`src/rtl/mcr_pkg.sv`:
```
// Package for the midpoint circle rasterizer: default sizes, register
// indexes and the constants of the midpoint decision rule. No dependencies.
package mcr_pkg;

  localparam int COORD_BITS_DEF = 12;
  localparam int PIXEL_BITS_DEF = 32;
  localparam int QUEUE_DEPTH    = 2;

  localparam int CFG_INDEX_BITS = 3;

  typedef enum logic [CFG_INDEX_BITS-1:0] {
    CFG_CENTER_X      = 3'd0,
    CFG_CENTER_Y      = 3'd1,
    CFG_RADIUS        = 3'd2,
    CFG_BITMAP_WIDTH  = 3'd3,
    CFG_BITMAP_HEIGHT = 3'd4,
    CFG_PIXEL_COLOR   = 3'd5
  } cfg_index_t;

  localparam int RESET_BITMAP_WIDTH  = 640;
  localparam int RESET_BITMAP_HEIGHT = 480;

  // d starts at DEC_INIT - 2r; a diagonal move adds 4(x-y)+DEC_DIAG,
  // a straight move adds 4x+DEC_AXIS.
  localparam int DEC_INIT = 3;
  localparam int DEC_DIAG = 10;
  localparam int DEC_AXIS = 6;

  localparam int POINTS_PER_STEP = 8;
  localparam int POINT_SEL_BITS  = 3;

endpackage

```
`src/rtl/mcr_req_if.sv`:
```
// Request channel of the midpoint circle rasterizer: one restart/advance item.
// No dependencies.
interface mcr_req_if;
  logic valid;
  logic ready;
  logic restart;

  modport source (output valid, output restart, input ready);
  modport sink   (input valid, input restart, output ready);
endinterface

```
`src/rtl/mcr_pix_if.sv`:
```
// Point channel of the midpoint circle rasterizer: one emitted point per item.
// Widths follow the coordinate and pixel sizes of the rasterizer.
interface mcr_pix_if #(
  parameter int COORD_BITS = 12,
  parameter int PIXEL_BITS = 32
);
  logic                         valid;
  logic                         ready;
  logic signed [COORD_BITS:0]   point_x;
  logic signed [COORD_BITS:0]   point_y;
  logic [PIXEL_BITS-1:0]        color_out;
  logic                         in_bounds;
  logic                         last_of_step;
  logic                         circle_done;

  modport source (output valid, output point_x, output point_y, output color_out,
                  output in_bounds, output last_of_step, output circle_done,
                  input ready);
  modport sink   (input valid, input point_x, input point_y, input color_out,
                  input in_bounds, input last_of_step, input circle_done,
                  output ready);
endinterface

```
`src/rtl/mcr_front.sv`:
```
// Step engine of the midpoint circle rasterizer: takes restart/advance items,
// walks the decision rule and pushes one step record per restart or per advance while a circle runs. Uses mcr_pkg.
module mcr_front
  import mcr_pkg::*;
#(
  parameter int COORD_BITS = COORD_BITS_DEF
) (
  input  logic                         clk,
  input  logic                         rst,
  input  logic                         item_valid,
  input  logic                         item_restart,
  output logic                         item_ready,
  input  logic [COORD_BITS-2:0]        radius,
  input  logic                         queue_full,
  output logic                         push,
  output logic signed [COORD_BITS-1:0] push_x,
  output logic signed [COORD_BITS-1:0] push_y,
  output logic                         push_done
);

  localparam int DEC_BITS = COORD_BITS + 4;

  logic signed [COORD_BITS-1:0] step_x, step_x_next;
  logic signed [COORD_BITS-1:0] step_y, step_y_next;
  logic signed [DEC_BITS-1:0]   decision, decision_next;
  logic                         running, running_next;
  logic                         done_next;
  logic signed [DEC_BITS-1:0]   dx_ext, dy_ext, delta;
  logic                         accept;

  assign item_ready = !queue_full;
  assign accept     = item_valid && item_ready;

  always_comb begin
    step_x_next   = step_x + COORD_BITS'(1);
    step_y_next   = step_y;
    dx_ext        = DEC_BITS'(step_x_next);
    dy_ext        = DEC_BITS'(step_y);
    delta         = (dx_ext <<< 2) + DEC_BITS'(DEC_AXIS);
    if (decision > 0) begin
      step_y_next = step_y - COORD_BITS'(1);
      dy_ext      = DEC_BITS'(step_y_next);
      delta       = ((dx_ext - dy_ext) <<< 2) + DEC_BITS'(DEC_DIAG);
    end
    decision_next = decision + delta;
    done_next     = step_y_next < step_x_next;
    running_next  = running && !done_next;
    if (item_restart) begin
      step_x_next   = '0;
      step_y_next   = $signed(COORD_BITS'(radius));
      decision_next = DEC_BITS'(DEC_INIT) - (DEC_BITS'(radius) << 1);
      done_next     = 1'b0;
      running_next  = 1'b1;
    end
  end

  assign push      = accept && (item_restart || running);
  assign push_x    = step_x_next;
  assign push_y    = step_y_next;
  assign push_done = done_next;

  always_ff @(posedge clk) begin
    if (rst) begin
      step_x   <= '0;
      step_y   <= '0;
      decision <= '0;
      running  <= 1'b0;
    end else if (push) begin
      step_x   <= step_x_next;
      step_y   <= step_y_next;
      decision <= decision_next;
      running  <= running_next;
    end
  end

endmodule

```
`src/rtl/mcr_queue.sv`:
```
// Short FIFO of step records between the step engine and the point
// generator of the midpoint circle rasterizer. Uses mcr_pkg for its depth.
module mcr_queue
  import mcr_pkg::*;
#(
  parameter int WIDTH = 2 * COORD_BITS_DEF + 1,
  parameter int DEPTH = QUEUE_DEPTH
) (
  input  logic             clk,
  input  logic             rst,
  input  logic             push,
  input  logic [WIDTH-1:0] push_data,
  input  logic             pop,
  output logic [WIDTH-1:0] head,
  output logic             full,
  output logic             empty
);

  localparam int PTR_BITS = (DEPTH > 1) ? $clog2(DEPTH) : 1;
  localparam int CNT_BITS = $clog2(DEPTH + 1);

  logic [WIDTH-1:0]    mem [DEPTH];
  logic [PTR_BITS-1:0] wr_ptr, rd_ptr;
  logic [CNT_BITS-1:0] count;
  logic                do_pop;

  assign full   = count == CNT_BITS'(DEPTH);
  assign empty  = count == '0;
  assign head   = mem[rd_ptr];
  assign do_pop = pop && !empty;

  function automatic logic [PTR_BITS-1:0] wrap_inc(input logic [PTR_BITS-1:0] p);
    return (p == PTR_BITS'(DEPTH - 1)) ? '0 : p + PTR_BITS'(1);
  endfunction

  always_ff @(posedge clk) begin
    if (push && !full) begin
      mem[wr_ptr] <= push_data;
    end
  end

  always_ff @(posedge clk) begin
    if (rst) begin
      wr_ptr <= '0;
      rd_ptr <= '0;
      count  <= '0;
    end else begin
      if (push && !full) begin
        wr_ptr <= wrap_inc(wr_ptr);
      end
      if (do_pop) begin
        rd_ptr <= wrap_inc(rd_ptr);
      end
      count <= count + CNT_BITS'(push && !full) - CNT_BITS'(do_pop);
    end
  end

endmodule

```
`src/rtl/mcr_back.sv`:
```
// Point generator of the midpoint circle rasterizer: expands each step record
// into its eight reflections, one per cycle while the output is not stalled,
// into an output register. Uses mcr_pkg.
module mcr_back
  import mcr_pkg::*;
#(
  parameter int COORD_BITS = COORD_BITS_DEF,
  parameter int PIXEL_BITS = PIXEL_BITS_DEF
) (
  input  logic                         clk,
  input  logic                         rst,
  input  logic                         queue_empty,
  input  logic signed [COORD_BITS-1:0] head_x,
  input  logic signed [COORD_BITS-1:0] head_y,
  input  logic                         head_done,
  output logic                         pop,
  input  logic signed [COORD_BITS-1:0] center_x,
  input  logic signed [COORD_BITS-1:0] center_y,
  input  logic [COORD_BITS-1:0]        bitmap_width,
  input  logic [COORD_BITS-1:0]        bitmap_height,
  input  logic [PIXEL_BITS-1:0]        pixel_color,
  mcr_pix_if.source                    pix
);

  localparam int PT_BITS = COORD_BITS + 1;

  logic [POINT_SEL_BITS-1:0] sel;
  logic                      load;
  logic signed [PT_BITS-1:0] off_a, off_b, px, py;
  logic                      inb;

  assign load = !queue_empty && (!pix.valid || pix.ready);
  assign pop  = load && (sel == POINT_SEL_BITS'(POINTS_PER_STEP - 1));

  // First four points offset by (x,y), last four by (y,x); bit 0 mirrors the
  // column, bit 1 the row.
  always_comb begin
    off_a = sel[2] ? PT_BITS'(head_y) : PT_BITS'(head_x);
    off_b = sel[2] ? PT_BITS'(head_x) : PT_BITS'(head_y);
    px    = sel[0] ? PT_BITS'(center_x) - off_a : PT_BITS'(center_x) + off_a;
    py    = sel[1] ? PT_BITS'(center_y) - off_b : PT_BITS'(center_y) + off_b;
    inb   = !px[PT_BITS-1] && !py[PT_BITS-1] &&
            (px[COORD_BITS-1:0] < bitmap_width) &&
            (py[COORD_BITS-1:0] < bitmap_height);
  end

  always_ff @(posedge clk) begin
    if (load) begin
      pix.point_x      <= px;
      pix.point_y      <= py;
      pix.color_out    <= pixel_color;
      pix.in_bounds    <= inb;
      pix.last_of_step <= sel == POINT_SEL_BITS'(POINTS_PER_STEP - 1);
      pix.circle_done  <= head_done;
    end
  end

  always_ff @(posedge clk) begin
    if (rst) begin
      pix.valid <= 1'b0;
      sel       <= '0;
    end else begin
      if (load) begin
        pix.valid <= 1'b1;
        sel       <= sel + POINT_SEL_BITS'(1);
      end else if (pix.ready) begin
        pix.valid <= 1'b0;
      end
    end
  end

endmodule

```
`src/rtl/midpoint_circle_rasterizer.sv`:
```
// Midpoint circle rasterizer: top level with the register file, the step
// engine, the step queue and the point generator. Uses mcr_pkg and the
// mcr_req_if / mcr_pix_if interfaces.
//
// Each request item either restarts the circle at (0, radius) or advances the
// midpoint walk by one step; every step yields eight points, the octant
// reflections about the centre, each flagged in or out of the bitmap, with
// the eighth marked last_of_step and all eight of the closing step marked
// circle_done. An advance while no circle is running yields nothing. The step
// engine takes one request per cycle while the two-entry step queue has room;
// the point generator then expands each step into its eight points, one point
// per cycle into the output register while the receiver is not stalling, so
// the single point output port sets the sustained throughput. With the point
// generator idle, the first point of a step passes through the step queue and
// then the output register. Radius is sampled at restart; centre, colour and
// bitmap size are sampled as points are formed, so write registers only while
// the block is idle.
module midpoint_circle_rasterizer
  import mcr_pkg::*;
#(
  parameter int COORD_BITS = COORD_BITS_DEF,
  parameter int PIXEL_BITS = PIXEL_BITS_DEF,
  localparam int CFG_DATA_BITS = (PIXEL_BITS > COORD_BITS) ? PIXEL_BITS : COORD_BITS
) (
  input  logic                      clk,
  input  logic                      rst,
  mcr_req_if.sink                   req,
  mcr_pix_if.source                 pix,
  input  logic                      cfg_we,
  input  logic [CFG_INDEX_BITS-1:0] cfg_index,
  input  logic [CFG_DATA_BITS-1:0]  cfg_data
);

  localparam int ENTRY_BITS = 2 * COORD_BITS + 1;

  // Configuration registers
  logic signed [COORD_BITS-1:0] center_x;
  logic signed [COORD_BITS-1:0] center_y;
  logic [COORD_BITS-2:0]        radius;
  logic [COORD_BITS-1:0]        bitmap_width;
  logic [COORD_BITS-1:0]        bitmap_height;
  logic [PIXEL_BITS-1:0]        pixel_color;

  always_ff @(posedge clk) begin
    if (rst) begin
      center_x      <= '0;
      center_y      <= '0;
      radius        <= '0;
      bitmap_width  <= COORD_BITS'(RESET_BITMAP_WIDTH);
      bitmap_height <= COORD_BITS'(RESET_BITMAP_HEIGHT);
      pixel_color   <= '0;
    end else if (cfg_we) begin
      case (cfg_index_t'(cfg_index))
        CFG_CENTER_X:      center_x      <= cfg_data[COORD_BITS-1:0];
        CFG_CENTER_Y:      center_y      <= cfg_data[COORD_BITS-1:0];
        CFG_RADIUS:        radius        <= cfg_data[COORD_BITS-2:0];
        CFG_BITMAP_WIDTH:  bitmap_width  <= cfg_data[COORD_BITS-1:0];
        CFG_BITMAP_HEIGHT: bitmap_height <= cfg_data[COORD_BITS-1:0];
        CFG_PIXEL_COLOR:   pixel_color   <= cfg_data[PIXEL_BITS-1:0];
        default: ;  // drop writes to unused indexes
      endcase
    end
  end

  // Step engine -> queue
  logic                         push;
  logic signed [COORD_BITS-1:0] push_x, push_y;
  logic                         push_done;
  logic                         queue_full, queue_empty, pop;
  logic [ENTRY_BITS-1:0]        head;

  mcr_front #(.COORD_BITS(COORD_BITS)) u_front (
    .clk          (clk),
    .rst          (rst),
    .item_valid   (req.valid),
    .item_restart (req.restart),
    .item_ready   (req.ready),
    .radius       (radius),
    .queue_full   (queue_full),
    .push         (push),
    .push_x       (push_x),
    .push_y       (push_y),
    .push_done    (push_done)
  );

  mcr_queue #(.WIDTH(ENTRY_BITS), .DEPTH(QUEUE_DEPTH)) u_queue (
    .clk       (clk),
    .rst       (rst),
    .push      (push),
    .push_data ({push_done, push_y, push_x}),
    .pop       (pop),
    .head      (head),
    .full      (queue_full),
    .empty     (queue_empty)
  );

  // Queue -> point generator
  mcr_back #(.COORD_BITS(COORD_BITS), .PIXEL_BITS(PIXEL_BITS)) u_back (
    .clk           (clk),
    .rst           (rst),
    .queue_empty   (queue_empty),
    .head_x        (head[COORD_BITS-1:0]),
    .head_y        (head[2*COORD_BITS-1:COORD_BITS]),
    .head_done     (head[ENTRY_BITS-1]),
    .pop           (pop),
    .center_x      (center_x),
    .center_y      (center_y),
    .bitmap_width  (bitmap_width),
    .bitmap_height (bitmap_height),
    .pixel_color   (pixel_color),
    .pix           (pix)
  );

endmodule

```
`src/flat_wrapper.sv`:
```
// flat-port wrapper written by rule: the top's interface ports become plain ports
module midpoint_circle_rasterizer_flat import mcr_pkg::*;
#(
  parameter int COORD_BITS = COORD_BITS_DEF,
  parameter int PIXEL_BITS = PIXEL_BITS_DEF,
  localparam int CFG_DATA_BITS = (PIXEL_BITS > COORD_BITS) ? PIXEL_BITS : COORD_BITS
)
  (clk, rst, cfg_we, cfg_index, cfg_data, req_valid, req_restart, req_ready, pix_valid, pix_point_x, pix_point_y, pix_color_out, pix_in_bounds, pix_last_of_step, pix_circle_done, pix_ready);
  mcr_req_if req_i ();
  mcr_pix_if #(.COORD_BITS(COORD_BITS), .PIXEL_BITS(PIXEL_BITS)) pix_i ();
  input  logic clk;
  input  logic rst;
  input  logic cfg_we;
  input  logic [CFG_INDEX_BITS-1:0] cfg_index;
  input  logic [CFG_DATA_BITS-1:0] cfg_data;
  input wire logic [$bits(req_i.valid)-1:0] req_valid;
  input wire logic [$bits(req_i.restart)-1:0] req_restart;
  output wire logic [$bits(req_i.ready)-1:0] req_ready;
  output wire logic [$bits(pix_i.valid)-1:0] pix_valid;
  output wire logic [$bits(pix_i.point_x)-1:0] pix_point_x;
  output wire logic [$bits(pix_i.point_y)-1:0] pix_point_y;
  output wire logic [$bits(pix_i.color_out)-1:0] pix_color_out;
  output wire logic [$bits(pix_i.in_bounds)-1:0] pix_in_bounds;
  output wire logic [$bits(pix_i.last_of_step)-1:0] pix_last_of_step;
  output wire logic [$bits(pix_i.circle_done)-1:0] pix_circle_done;
  input wire logic [$bits(pix_i.ready)-1:0] pix_ready;
  assign req_i.valid = req_valid;
  assign req_i.restart = req_restart;
  assign req_ready = req_i.ready;
  assign pix_valid = pix_i.valid;
  assign pix_point_x = pix_i.point_x;
  assign pix_point_y = pix_i.point_y;
  assign pix_color_out = pix_i.color_out;
  assign pix_in_bounds = pix_i.in_bounds;
  assign pix_last_of_step = pix_i.last_of_step;
  assign pix_circle_done = pix_i.circle_done;
  assign pix_i.ready = pix_ready;
  midpoint_circle_rasterizer #(.COORD_BITS(COORD_BITS), .PIXEL_BITS(PIXEL_BITS)) u_core (.clk(clk), .rst(rst), .req(req_i), .pix(pix_i), .cfg_we(cfg_we), .cfg_index(cfg_index), .cfg_data(cfg_data));
endmodule
```
`config.mk`:
```
export PLATFORM = sky130hd
export DESIGN_NAME = midpoint_circle_rasterizer_flat
export DESIGN_NICKNAME = d
export VERILOG_FILES = /design/src/rtl/mcr_pkg.sv /design/src/rtl/mcr_req_if.sv /design/src/rtl/mcr_pix_if.sv /design/src/rtl/mcr_front.sv /design/src/rtl/mcr_queue.sv /design/src/rtl/mcr_back.sv /design/src/rtl/midpoint_circle_rasterizer.sv /design/src/flat_wrapper.sv
export SDC_FILE = /design/constraint.sdc
export NUM_CORES = 1
export LEC_CHECK = 0
export BUFFER_PORTS_ARGS = -buffer_cell sky130_fd_sc_hd__buf_2
export CAP_MARGIN = 20
export CELL_PAD_IN_SITES_DETAIL_PLACEMENT = 1
export CELL_PAD_IN_SITES_GLOBAL_PLACEMENT = 1
export CORE_ASPECT_RATIO = 1.1
export CORE_MARGIN = 2
export CORE_UTILIZATION = 51
export DETAILED_ROUTE_END_ITERATION = 16
export PLACE_DENSITY = 0.95
export SYNTH_ARGS = -nofsm -noshare
export SYNTH_HDL_FRONTEND = slang
export SYNTH_SLANG_ARGS = --single-unit
export TNS_END_PERCENT = 10
```
`constraint.sdc`:
```
create_clock -name clk -period 10.1 [get_ports clk]
set_clock_uncertainty 0.05 [all_clocks]
set_input_delay 3.03 -clock clk [delete_from_list [all_inputs] [get_ports clk]]
set_output_delay 3.03 -clock clk [all_outputs]
set_load 0.005 [all_outputs]
```
Word-level counts from Yosys, hierarchy flattened
Memory sizes are Yosys's and may differ from the RTL's. A register that Yosys moved wholly into a read port is not among the register bits.
Cells that the tools add are included.
- output and inout bits: 63
- memories kept: 1
- bits in latches: 0
- bits in registers: 201
- ROM bits: 0
- logic and storage cells: 95
- bits in writable memories: 50
- muxes and demuxes: 19
- equality and inequality tests: 7
- $mul: 0
- reductions and logical operators: 27
- bitwise operators: 0
- shifts and indexed selects: 0
- order comparisons: 4
- $add $sub $neg: 16
- divide/modulo/power cells: 0
- memories (name ; words ; bits a word ; read ports ; clocked after memory_dff ; write ports ; line ; RTL):
    u_core.u_queue.mem ; 2 ; 25 ; 1 ; 1 ; 1 ; mcr_queue.sv:22 ; logic [WIDTH-1:0] mem [DEPTH];
- operators by type and width (operator ; number):
    two-way mux 13 bit ; 4
    less-than comparator 12 bit ; 3
    two-way mux 12 bit ; 3
    two-way mux 16 bit ; 2
    adder 12 x 13 -> 13 bit ; 2
    subtractor 12 x 13 -> 13 bit ; 2
    adder 15 x 5 -> 16 bit, second input constant ; 1
    adder 16 bit ; 1
    > comparator 16 x 1 -> 1 bit, second input constant ; 1
    adder 14 x 4 -> 15 bit, second input constant ; 1
    subtractor 12 x 12 -> 13 bit ; 1
    subtractor 2 x 12 -> 13 bit, first input constant ; 1
    adder 12 x 2 -> 12 bit, second input constant ; 1
    AND reduction 2 bit ; 6
    subtractor 12 x 2 -> 12 bit, second input constant ; 1
    logical AND 1 bit ; 10
    two-way mux 1 bit ; 10
    == test 3 bit, second input constant ; 3
    == test 3 x 2 -> 1 bit, second input constant ; 2
    logical NOT 1 bit ; 6
    adder 3 x 1 -> 3 bit, second input constant ; 1
    == test 3 x 1 -> 1 bit, second input constant ; 1
    logical NOT 3 bit ; 1
    adder 1 bit, second input constant ; 2
    other kinds (6) ; 7

Longest topological paths before layout
- word-level depth: 7
- gate-level depth with buffers: 25
- depth with buffers taken out: 23

By module
From an unflattened synthesis, not the netlist that was laid out.
- cell total of the unflattened synthesis: 1547
- area total of the unflattened synthesis: 15314.7 µm²
- by module, submodules not included (module ; area an instance (µm²) ; instances ; seq. area each (µm²) ; cells an instance):
    mcr_front ; 4838.4 ; 1 ; 820.8 ; 663
    mcr_back ; 4603.2 ; 1 ; 1911.8 ; 434
    midpoint_circle_rasterizer ; 3712.3 ; 1 ; 1821.7 ; 344
    mcr_queue ; 2160.8 ; 1 ; 1601.5 ; 106

Least setup slack after synthesis
No wires, ideal clock.
- path type: input to register
- from: input port pix_ready
- to: register u_core.u_queue.count[1]
- stages: 10
- arrival: 6.164 ns
- setup slack: 3.759 ns
- data required time: 9.922 ns
- cells stage by stage: nand2b_1 -> o21a_1 -> clkbuf_1 -> and2_1 -> ha_1 -> inv_1 -> ha_1 -> xor2_1 -> xnor2_1 -> nor2_1
- word-level cells in the longest chain between the ends: 5
- ends and longest elaborated chain (element ; line ; RTL):
    from (decl) ; flat_wrapper.sv:26 ; input wire logic [$bits(pix_i.ready)-1:0] pix_ready;
    logical OR 1 bit ; mcr_back.sv:32 ; assign load = !queue_empty && (!pix.valid || pix.ready);
    logical AND 1 bit ; mcr_back.sv:32 ;
    net u_core.u_back.load ; mcr_back.sv:28 ; logic load;
    logical AND 1 bit ; mcr_back.sv:33 ; assign pop = load && (sel == POINT_SEL_BITS'(POINTS_PER_STEP - 1));
    logical AND 1 bit ; mcr_queue.sv:30 ; assign do_pop = pop && !empty;
    net u_core.u_queue.do_pop ; mcr_queue.sv:25 ; logic do_pop;
    subtractor 2 x 1 -> 2 bit ; mcr_queue.sv:54 ; count <= count + CNT_BITS'(push && !full) - CNT_BITS'(do_pop);
    to (signal assigned) ; mcr_queue.sv:54 ;
    to (decl) ; mcr_queue.sv:24 ; logic [CNT_BITS-1:0] count;
The timed path passes the listed nets, and every way through them passes these cells.
A chain may end at the register's enable or synchronous reset.

Final worst setup path
- from: register u_core.u_back.sel[2]
- to: register u_core.u_back.pix.in_bounds, data pin
- elaborated cells between the ends (all ways): 15
- RTL lines (element ; line ; RTL):
    from (decl) ; mcr_back.sv:27 ; logic [POINT_SEL_BITS-1:0] sel;
    from (signal assigned) ; mcr_back.sv:65 ; sel <= sel + POINT_SEL_BITS'(1);
    two-way mux 13 bit * ; mcr_back.sv:39 ; off_b = sel[2] ? PT_BITS'(head_x) : PT_BITS'(head_y);
    adder 12 x 13 -> 13 bit / subtractor 12 x 13 -> 13 bit (equally long branches) ; mcr_back.sv:41 ; py = sel[1] ? PT_BITS'(center_y) - off_b : PT_BITS'(center_y) + off_b;
    two-way mux 13 bit * ; mcr_back.sv:41 ;
    net u_core.u_back.py[10] ; mcr_back.sv:29 ; logic signed [PT_BITS-1:0] off_a, off_b, px, py;
    less-than comparator 12 bit * ; mcr_back.sv:44 ; (py[COORD_BITS-1:0] < bitmap_height);
    logical AND 1 bit * ; mcr_back.sv:43 ; (px[COORD_BITS-1:0] < bitmap_width) &&
    net u_core.u_back.inb ; mcr_back.sv:30 ; logic inb;
    to (signal assigned) ; mcr_back.sv:52 ; pix.in_bounds <= inb;
    to (decl) ; mcr_pix_if.sv:17 ; output in_bounds, output last_of_step, output circle_done,
Mark *: on every way through the listed nets, which the timed path passes. The rest lies on a longest branch.

==> impl_metrics.ini <==
[timing]
rsz0062_at_grt = no
holdWs_ps = 378
worst_slack_ps = 3370
slew_violations = 0
tns_ps = 0
hold_violations = 0
slew_headroom = 0.151
fmax_ghz = 0.149
final.period_utilization = 0.667
setup_viol = 0
worst_pin_slew_ps = 1270
fin_crit_ps = 6730

[worst_setup_path]
path_depth = 18
reg2reg_from = u_core.u_back.sel[2]
path_delay_family = compound AO/OA/AOI/OAI gates
crit_path_max_incr_delay_ps = 1100
cp_num_buf_inv = 2
cp_slowest_cell = o21ai_0
rrSetupSlack_ps = 3370
start_kind = flip-flop
worstPathRequired_ps = 10380
arrival_ps = 7010
r2r-end = u_core.u_back.pix.in_bounds
crit_fanout = 27
r2r_cells = 18
path_cells = buf_4 > clkinv_1 > o21ai_0 > a31oi_1 > xor2_1 > ha_1 > a21boi_0 > o21ai_0 > a21boi_0 > o21ai_0 > a21boi_0 > o21ai_0 > nor2b_1 > xnor2_1 > ha_1 > a21boi_0 > o21ai_0 > nor4bb_1
endpoint_kind = flip-flop
criticalPathCategory = flip-flop to flip-flop
cpMostUsedCell = o21ai_0

[placed_design]
gp_congestion = 0.874
port_buffers = 103
post-place-ws_ps = 4090
dp_hpwl_um = 31900

[routing]
routedWlPerCell_um = 27.4
wirelength_um = 54300
vias_per_cell = 6.48
drt_iter0_markers = 1335
drtPass1Iterations = 5
drcViolationCount = 0
vias = 12800
drtAntennaViolNets = 0

[global_routing]
grt_pass1_wl_um = 79400
grt_start_max_net_pins = 91
grt_pass1_vias = 13600
antenna_found_initial = 4
grt_util_all_layers = 0.361
grt_overflow = 0

[yosys]
syn_inst = 1525
ys_seq_elements = 252
synth-main-ff-cell = dfxtp_1
async_flop_share = 0
ys_seq_area_frac = 0.444
ys_warn_count = 0
synth_nets = 1665
netlist_area_um2 = 13900
synth.avg_cell_area_um2 = 9.09
synth_edf_count = 111
yosysUniqueCellTypes = 70

[clock_tree]
cts_tree = built
cts_resized = 0
cts-root-buf = clkbuf_16
h-tree-depth = 1
hold_buffers = 0
clock_latency_ps = 580
cts_sinks = 252
clock_path_buffers = 3
clkSlewWorstSetupHoldPaths_ps = 70
post_cts_buffers = 0
cts_made_buffers = 26

[outcome]
status = finished clean

[cells_and_area]
drive_above_1_share = 0.125
finalCoreUtilization = 0.581
area.growth.synth_to_final_pct = 12.4
layout.nets = 1742

[floorplan]
rows = 63
core_um2 = 26800
die_width_um = 161
pin_count = 104
die_area_um2 = 28500
die_h_um = 177
initial_core_util = 0.517

[pwr]
ir_drop_uv = 133
power.density_nw_per_um2 = 220
p_leak_nw = 6.19
power.total_mw = 3.43

[min_path]
hp-class = flip-flop to flip-flop
holdPathEnd = u_core.u_back.pix.color_out[5]
min-delay-start = u_core.pixel_color[5]
whs_path_depth = 0

[job]
maxCapViolCount = 0
logic make-up (layout without fill, tap and decap cells):
group / Yosys count / after routing / synth area share
AO/OA/AOI/OAI: 319 / 319 / 0.136
XOR/XNOR: 113 / 113 / 0.0731
adder cells (fa/ha/maj): 99 / 99 / 0.0916
buffers and inverters: 152 / 249 / 0.0421
flip-flops: 252 / 252 / 0.444
multiplexers: 42 / 42 / 0.0377
other: 0 / 3 / 0
AND/OR/NAND/NOR: 548 / 548 / 0.175
per-stage QoR:
step	std cells	instance area, um2
2_1_floorplan	1525	13900
3_3_place_gp	1927	14600
3_5_place_dp	1928	14600
4_1_cts	1976	15500
5_1_grt	1980	15600
6_report	1982	15600
layer usage:
layer / track usage / vias to the layer above / routed length, um
met2: 0.640 / 832 / 26500
met3: 0.0670 / 334 / 4410
li1: - / 5422 / -
met5: 0 / - / 14
met4: 0.247 / 2 / 4480
met1: 0.392 / 6245 / 18900
cells in the final DEF, fill, tap and decap left out, types with 9 or more instances in the layout:
cell and instances:
nand2_1 276, a21oi_1 166, dfxtp_1 141, nor2_1 130, edfxtp_1 111, buf_2 102, ha_1 95, inv_1 82
xnor2_1 70, o21ai_0 46, xor2_1 41, clkbuf_16 27, mux2_2 22, nor3_1 20, nand3_1 16, o21a_1 15
and3_1 14, mux2i_1 14, nor2b_1 14, and2_1 13, a21boi_0 11, o211ai_1 11, a22oi_1 11, nor4_1 10
a21o_1 10, buf_4 9
synth_stat cells (all sizes together), types with 4 or more instances:
library cell / count / area [um2]
and2: 14 / 87.6
nor4: 10 / 62.6
a22oi: 11 / 82.6
nand4: 5 / 31.3
clkbuf: 57 / 214
o21a: 16 / 120
a31oi: 8 / 50.1
o21bai: 6 / 45.0
nand3: 16 / 80.1
buf: 9 / 46.3
nand3b: 8 / 60.1
mux4: 6 / 135
and3: 14 / 87.6
ha: 95 / 1190
o41ai: 5 / 43.8
or3: 7 / 48.8
edfxtp: 111 / 3330
nor2: 132 / 495
o211ai: 11 / 82.6
or2: 6 / 37.5
xor2: 41 / 359
a21boi: 12 / 90.1
nor3: 20 / 100
nand2: 276 / 1040
mux2i: 14 / 140
xnor2: 71 / 629
fa: 4 / 80.1
inv: 84 / 315
or4: 4 / 33.8
and4: 4 / 35.0
nor2b: 14 / 87.6
dfxtp: 141 / 2820
a21oi: 166 / 831
o21ai: 47 / 235
a21o: 10 / 75.1
nand2b: 8 / 50.1
mux2: 22 / 248
a211oi: 6 / 45.0
cell type report:
type                            count  area [um2]
Antenna cell                        3        7.51
Clock inverter                     16         131
Fill cell                        3084       11200
Clock buffer                       32         724
Inverter                           86         323
Multi-Input combinational cell   1121        7130
Tap cell                          357         447
Timing Repair Buffer              115         656
Sequential cell                   252        6160
registers in the layout, summed over array words and instances, names as in the netlist, named ones only:
signal,flops
u_core.bitmap_height,12
u_core.bitmap_width,12
u_core.center_x,12
u_core.center_y,12
u_core.pixel_color,32
u_core.radius,11
u_core.u_back.pix.circle_done,1
u_core.u_back.pix.color_out,32
u_core.u_back.pix.in_bounds,1
u_core.u_back.pix.last_of_step,1
u_core.u_back.pix.point_x,13
u_core.u_back.pix.point_y,13
u_core.u_back.pix.valid,1
u_core.u_back.sel,3
u_core.u_front.decision,16
u_core.u_front.running,1
u_core.u_front.step_x,12
u_core.u_front.step_y,12
u_core.u_queue.count,2
u_core.u_queue.mem,50
u_core.u_queue.rd_ptr,1
u_core.u_queue.wr_ptr,1
how the worst max path moves through the flow:
stage / startpoint / to
finish: u_core.u_back.sel[2] / u_core.u_back.pix.in_bounds
detailed placement: req_restart / u_core.u_queue.mem[0][1]
global placement: req_restart / u_core.u_queue.mem[0][0]
floorplan: pix_ready / u_core.u_queue.count[1]
CTS: u_core.u_back.sel[2] / u_core.u_back.pix.in_bounds
global route: u_core.u_back.sel[2] / u_core.u_back.pix.in_bounds
where the power goes:
group / internal [mW] / leakage [nW] / switching (mW)
sequential: 1.17 / 2.20 / 0.0588
clock: 0.540 / 0.413 / 0.465
combinational: 0.465 / 3.58 / 0.734
(Power assumes the default switching activity.)
